`src/rtl/bale_pkg.sv`:
```
// Shared types, constants and control structs for the bounded array list engine.
package bale_pkg;

	// Store geometry
	localparam int DEPTH     = 1024;
	localparam int WORD_BITS = 32;
	localparam int ADDR_W    = $clog2(DEPTH);
	localparam int CNT_W     = $clog2(DEPTH + 1);

	// Fixed field widths of the transactions
	localparam int KIND_W = 3;
	localparam int POS_W  = 10;
	localparam int OUT_W  = 32;
	localparam int LEN_W  = 11;
	localparam int STAT_W = 2;

	// Request kinds
	localparam logic [KIND_W-1:0] REQ_APPEND = 3'd0;
	localparam logic [KIND_W-1:0] REQ_INSERT = 3'd1;
	localparam logic [KIND_W-1:0] REQ_REMOVE = 3'd2;
	localparam logic [KIND_W-1:0] REQ_GET    = 3'd3;
	localparam logic [KIND_W-1:0] REQ_SET    = 3'd4;

	// Response status codes
	localparam logic [STAT_W-1:0] STATUS_OK        = 2'd0;
	localparam logic [STAT_W-1:0] STATUS_BAD_INDEX = 2'd1;
	localparam logic [STAT_W-1:0] STATUS_FULL      = 2'd2;

	typedef struct packed {
		logic [KIND_W-1:0]       req_type;
		logic [POS_W-1:0]        position;
		logic signed [OUT_W-1:0] word_in;
	} req_t;

	typedef struct packed {
		logic signed [OUT_W-1:0] word_out;
		logic [LEN_W-1:0]        list_length;
		logic [STAT_W-1:0]       status;
	} rsp_t;

	// Controller to datapath commands
	typedef struct packed {
		logic load_req;     // latch the accepted request
		logic decode;       // latch status, clear result word, preset pointer
		logic wr_word;      // write the request word to the store
		logic wr_at_count;  // write address is the list end, else the position
		logic shift;        // one step of the move loop
		logic capture;      // take the read word as the result word
		logic cnt_inc;
		logic cnt_dec;
		logic finish;       // load the response register
	} cmd_t;

	// Datapath to controller status
	typedef struct packed {
		logic [KIND_W-1:0] kind;
		logic              reject;      // request fails its checks
		logic              shift_last;  // pointer at the last entry to move
		logic              remove_last; // removed entry is the final one
		logic              out_free;    // response register can take a result
	} sts_t;

endpackage

```
`src/rtl/bale_ctrl.sv`:
```
// Controller: sequences decode, reads, writes, the move loop and the response.
module bale_ctrl (
	input  logic             clk,
	input  logic             arst_n,
	input  logic             req_valid,
	output logic             req_ready,
	input  bale_pkg::sts_t   sts,
	output bale_pkg::cmd_t   cmd
);

	typedef enum logic [6:0] {
		ST_IDLE   = 7'b0000001,
		ST_DECODE = 7'b0000010,
		ST_RDWAIT = 7'b0000100,
		ST_SHIFT  = 7'b0001000,
		ST_DRAIN  = 7'b0010000,
		ST_PUTW   = 7'b0100000,
		ST_DONE   = 7'b1000000
	} state_t;

	state_t state_q;
	state_t state_d;

	// Next state and commands
	always_comb begin
		state_d   = state_q;
		cmd       = '0;
		req_ready = 1'b0;
		case (state_q)
			ST_IDLE: begin
				req_ready = 1'b1;
				if (req_valid) begin
					cmd.load_req = 1'b1;
					state_d      = ST_DECODE;
				end
			end
			ST_DECODE: begin
				cmd.decode = 1'b1;
				if (sts.reject) begin
					state_d = ST_DONE;
				end else begin
					case (sts.kind)
						bale_pkg::REQ_APPEND: begin
							cmd.wr_word     = 1'b1;
							cmd.wr_at_count = 1'b1;
							cmd.cnt_inc     = 1'b1;
							state_d         = ST_DONE;
						end
						bale_pkg::REQ_SET: begin
							cmd.wr_word = 1'b1;
							state_d     = ST_DONE;
						end
						bale_pkg::REQ_INSERT: begin
							state_d = ST_SHIFT;
						end
						default: begin
							// get and remove read the entry at the position
							state_d = ST_RDWAIT;
						end
					endcase
				end
			end
			ST_RDWAIT: begin
				cmd.capture = 1'b1;
				if (sts.kind == bale_pkg::REQ_GET) begin
					state_d = ST_DONE;
				end else if (sts.remove_last) begin
					cmd.cnt_dec = 1'b1;
					state_d     = ST_DONE;
				end else begin
					state_d = ST_SHIFT;
				end
			end
			ST_SHIFT: begin
				cmd.shift = 1'b1;
				if (sts.shift_last) begin
					state_d = ST_DRAIN;
				end
			end
			ST_DRAIN: begin
				// last moved word is written this cycle
				if (sts.kind == bale_pkg::REQ_INSERT) begin
					state_d = ST_PUTW;
				end else begin
					cmd.cnt_dec = 1'b1;
					state_d     = ST_DONE;
				end
			end
			ST_PUTW: begin
				cmd.wr_word = 1'b1;
				cmd.cnt_inc = 1'b1;
				state_d     = ST_DONE;
			end
			ST_DONE: begin
				if (sts.out_free) begin
					cmd.finish = 1'b1;
					state_d    = ST_IDLE;
				end
			end
			default: begin
				state_d = ST_IDLE;
			end
		endcase
	end

	always_ff @(posedge clk or negedge arst_n) begin
		if (!arst_n) begin
			state_q <= ST_IDLE;
		end else begin
			state_q <= state_d;
		end
	end

endmodule

```
`config.mk`:
```
export PLATFORM = sky130hd
export DESIGN_NAME = bale_ctrl
export DESIGN_NICKNAME = d
export VERILOG_FILES = /design/src/rtl/bale_pkg.sv /design/src/rtl/bale_ctrl.sv
export SDC_FILE = /design/constraint.sdc
export NUM_CORES = 1
export LEC_CHECK = 0
export BUFFER_PORTS_ARGS = -buffer_cell sky130_fd_sc_hd__buf_4
export CORE_AREA = 2 2 39 41
export CTS_BUF_LIST = sky130_fd_sc_hd__clkbuf_4
export DETAILED_ROUTE_END_ITERATION = 6
export DIE_AREA = 0 0 41 43
export PLACE_DENSITY_LB_ADDON = 0.2
export SLEW_MARGIN = 10
export SYNTH_ARGS = -nofsm -noshare
export SYNTH_HDL_FRONTEND = slang
export SYNTH_SLANG_ARGS = --single-unit
```
`constraint.sdc`:
```
create_clock -name clk -period 1.85 [get_ports clk]
set_clock_uncertainty 0.2 [all_clocks]
set_input_delay 0.185 -clock clk [delete_from_list [all_inputs] [get_ports clk]]
set_output_delay 0.185 -clock clk [all_outputs]
set_load 0.01 [all_outputs]
```
Word-level counts from Yosys, hierarchy flattened
Cells that the tools add are included.
Word-level totals
  flip-flop bits (word level): 7
  bits of input ports: 10
  output and inout bits: 10
Cells by class
  equality and inequality tests: 13
  mux-type cells: 28
  reduce and logical (&&, ||, !) cells: 3
Operators with widths (number)
  $mux 7: 7
  $pmux 7 s7: 1
  $mux 1: 15
  $pmux 7 s2: 1
  $eq 7x1->1 const B: 1
  $eq 7x2->1 const B: 1
  $eq 7x3->1 const B: 1
  $eq 7x4->1 const B: 1
  $eq 7x5->1 const B: 1
  $eq 7x6->1 const B: 1
  $eq 7x7->1 const B: 1
  $ne 2x2->1 const B: 3
  $pmux 1 s2: 3
  $eq 3x1->1 const B: 1
  $eq 3x2->1 const B: 1
  $eq 3x3->1 const B: 1
  $logic_not 3->1: 1
  $reduce_and 3->1: 1
  $mux 2: 1
  $reduce_or 2->1: 1

Longest topological paths before layout
  word-level depth: 5
  depth in mapped cells: 5
  mapped depth without buffers: 4

Worst setup path before layout
No wires, ideal clock.
  kind: reg2out
  start: register state_q[3]
  end: output port cmd[5] in the netlist's numbering
  arrival time: 1850 ps
  path slack: -385 ps
  cell stages (with the launch flop): 5
  cell sequence: dfrtp_1 or4_4 nor4b_4 nand2b_2 nor4_1
RTL lines
  start: declaration: line bale_ctrl.sv:21  | state_t state_q;
  start signal: assignment: line bale_ctrl.sv:110  | state_q <= state_d;
  end: declaration: line bale_ctrl.sv:8  | output bale_pkg::cmd_t cmd

==> flow_summary.yaml <==
global_route:
  grt_pass1_wl_um: 3010
  track_usage_pct: 25.3
  gr-total-overflow: 0
  grt_max_degree: 11
  grt_pass1_vias: 725
  antenna_found_initial: 0
synth:
  synth_area_leaders: "dfrtp_1 (26%), nor4b_1 (6.0%), nor2_1 (5.2%)"
  yosys_warnings: 0
  syn_nets: 80
  avgSynthCellArea_um2: 8.28
  yosysSeqAreaShare_pct: 30.5
  syn_area_um2: 579
  yosysUniqueCellTypes: 31
  synth_top_area_share_pct: 25.9
  synth_top_area_cell: "dfrtp_1"
  synth_cells: 70
  synth_seq_cells: 7
die:
  die_area_mm2: 0.00176
  die_y_um: 43
  fp.dieW_um: 41
  fp-row-count: 14
  coreArea_mm2: 0.00138
  ios: 20
  start_util_pct: 41.9
status:
  violations: "negative setup slack"
  status: "finished with violations"
placed_design:
  place_congestion: 0.761
  portBuffers: 19
  dp_hpwl_um: 1250
  dp_slack_ps: -263
  post_dp_cell_area_um2: 858
critical_path:
  critPathMaxStageDelay_ps: 580
  reg2regPathDepth: 7
  r2r_slack_ps: -220
  cp_max_fo: 4
  crit_path_start: "state_q[3]$_DFFE_PN0P_"
  worstPathArrival_ps: 2020
  worstReg2RegEnd: "state_q[0]$_DFFE_PN1P_"
  crit_required_ps: 1460
  crit_chain: "or4_4 > nor4b_4 > nand2b_4 > o41ai_4 > buf_4"
  reg2reg_from: "state_q[4]$_DFFE_PN0P_"
  critPathKind: "reg -> out"
  startpoint_type: "flop"
  endpoint_kind: "output pin"
  critical-path-slowest-cell: "or4_4"
hold_path:
  hp-start: "sts[0]"
  hold_depth: 3
  holdPathEnd: "state_q[0]$_DFFE_PN1P_"
  hp-class: "in -> reg"
timing:
  setup_viol: 16
  drv_slew: 0
  hold_violations: 0
  max_freq_mhz: 417
  worst_pin_slew_ps: 379
  max_slew_margin_pct: 74.7
  layout_min_cycle_time_ps: 2400
  rsz0062_at_grt: "yes"
  fin_ws_ps: -551
  post-route-period-util_pct: 130
drt:
  routed_wl_um: 2160
  via_count: 717
  antenna_left: 0
  drt_drc_violations_left: 0
  drt_iter0_markers: 8
  drtPass1Iterations: 4
  via_per_inst: 5.39
  wire_per_inst_um: 16.2
cts:
  clk_latency_ps: 270
  cts_tree: "done"
  root_buffer: "clkbuf_4"
  path_clk_slew_ps: 60
  cts_sinks: 7
  h-tree-depth: 1
  clk_path_buf_depth: 2
  cts_buffers: 3
power_and_ir_drop:
  vdd_drop_max_uv: 457
  p_per_area_mw_per_mm2: 962
  p_leak_nw: 0.550
finish:
  drive_gt1_share_pct: 62.4
  top_regs: "state_q x7"
  n_fill_cell: 75
  fin_area_mm2: 0.00120
  nNetsFinal: 128
  fin_util_pct: 86.4
  top_register: "state_q"
  area_growth_pct: 106
  n_antenna_cell: 0
  largest_reg_flops: 7
job:
  cap_viol_max_count: 0
## worst max-delay path, delay by kind of cell, from the launching register on
kind	cells	cell delay (ps)
buffers and inverters	1	170
AND/OR/NAND/NOR	3	1010
AO/OA/AOI/OAI	1	210
flip-flops	1	380
## routing by layer
layer | track usage [%] | vias up | share of wire (%) | routed length [um]
met1 | 28.0 | 334 | 43 | 918
met4 | 6.67 | 0 | 0.74 | 16
met5 | 0 | - | 0 | 0
li1 | - | 358 | - | -
met3 | 9.95 | 2 | 4.6 | 99
met2 | 42.5 | 23 | 52 | 1120
## logic make-up after synthesis
group                  after synthesis  synth area share (%)
AND/OR/NAND/NOR                     42                  47.3
AO/OA/AOI/OAI                       14                  15.8
flip-flops                           7                  30.5
buffers and inverters                5                  3.24
XOR/XNOR                             1                  1.51
multiplexers                         1                  1.73
## cell usage after synthesis
cell      instances
nor2_1            8
dfrtp_1           6
a21oi_1           5
clkbuf_1          4
nand2b_1          4
nor4b_1           4
o21ai_0           4
and2_1            3
nand2_1           3
nand3_1           3
nor4_1            3
and3_1            2
nor2b_1           2
o31ai_1           2
a211oi_1          1
and2b_1           1
dfstp_2           1
inv_1             1
mux2i_1           1
nand2b_2          1
nand3b_1          1
nand4_1           1
nor3b_1           1
nor4b_4           1
o211ai_1          1
o41ai_2           1
or3_1             1
or3b_2            1
or4_1             1
or4_4             1
xor2_1            1
## final cells by class
type	instances	area (um^2)	share of cell area, %
Tap cell	16	20.0	1.67
Timing Repair Buffer	47	412	34.4
Sequential cell	7	176	14.7
Inverter	1	3.75	0.314
Clock buffer	4	30.0	2.51
Multi-Input combinational cell	58	554	46.3
## worst max-delay path by stage
stage,to,slack (ps),depth (start not counted)
final,cmd[2],-550,5
after global placement,cmd[6],-230,5
after CTS,cmd[2],-530,5
after detailed placement,cmd[2],-260,5
after floorplan,cmd[2],-280,4
after global routing,cmd[5],-630,5
## through the flow
step           TNS, ps  power [W]  cells  hold slack [ps]
5_1_grt          -6070    0.00121    133             36.2
3_5_place_dp     -1240   0.000680    112             -197
3_3_place_gp     -1100   0.000671    112             -201
6_report         -5130    0.00115    133             29.0
2_1_floorplan    -1110   0.000494     70             -311
4_1_cts          -3840    0.00101    126             23.8
## placed cells by master, fill, tap and decap left out, types with 2 or more instances in the layout
master and count:
o21ai_2 2, nand3_1 2, a21oi_1 3, o21ai_0 2, nor4_4 2, nand2_1 2, and3_4 2, nor2_1 6
and2_1 2, buf_4 30, a21oi_2 2, nor2b_1 2, dfrtp_1 6, clkbuf_4 4, buf_6 13, dlygate4sd3_1 4
nor4b_4 3, nand2b_1 4, nor4b_1 2, or4_4 2
## report_power, final
part | leakage [nW] | internal [W] | switching (W)
Sequential | 0.0931 | 0.000192 | 0.000103
Combinational | 0.439 | 0.000402 | 0.000294
Clock | 0.0184 | 0.0000973 | 0.0000628
## what timing repair did
item                                    CTS  global route
setup buffers                             7             7
hold buffers                              4             0
pin swaps                                 8            11
endpoints found under the setup margin   14            16
hold endpoints to repair                 10             0
cloned                                    0             0
gates resized for setup                  17            22
Note: power is estimated with default switching activity, not from simulation.
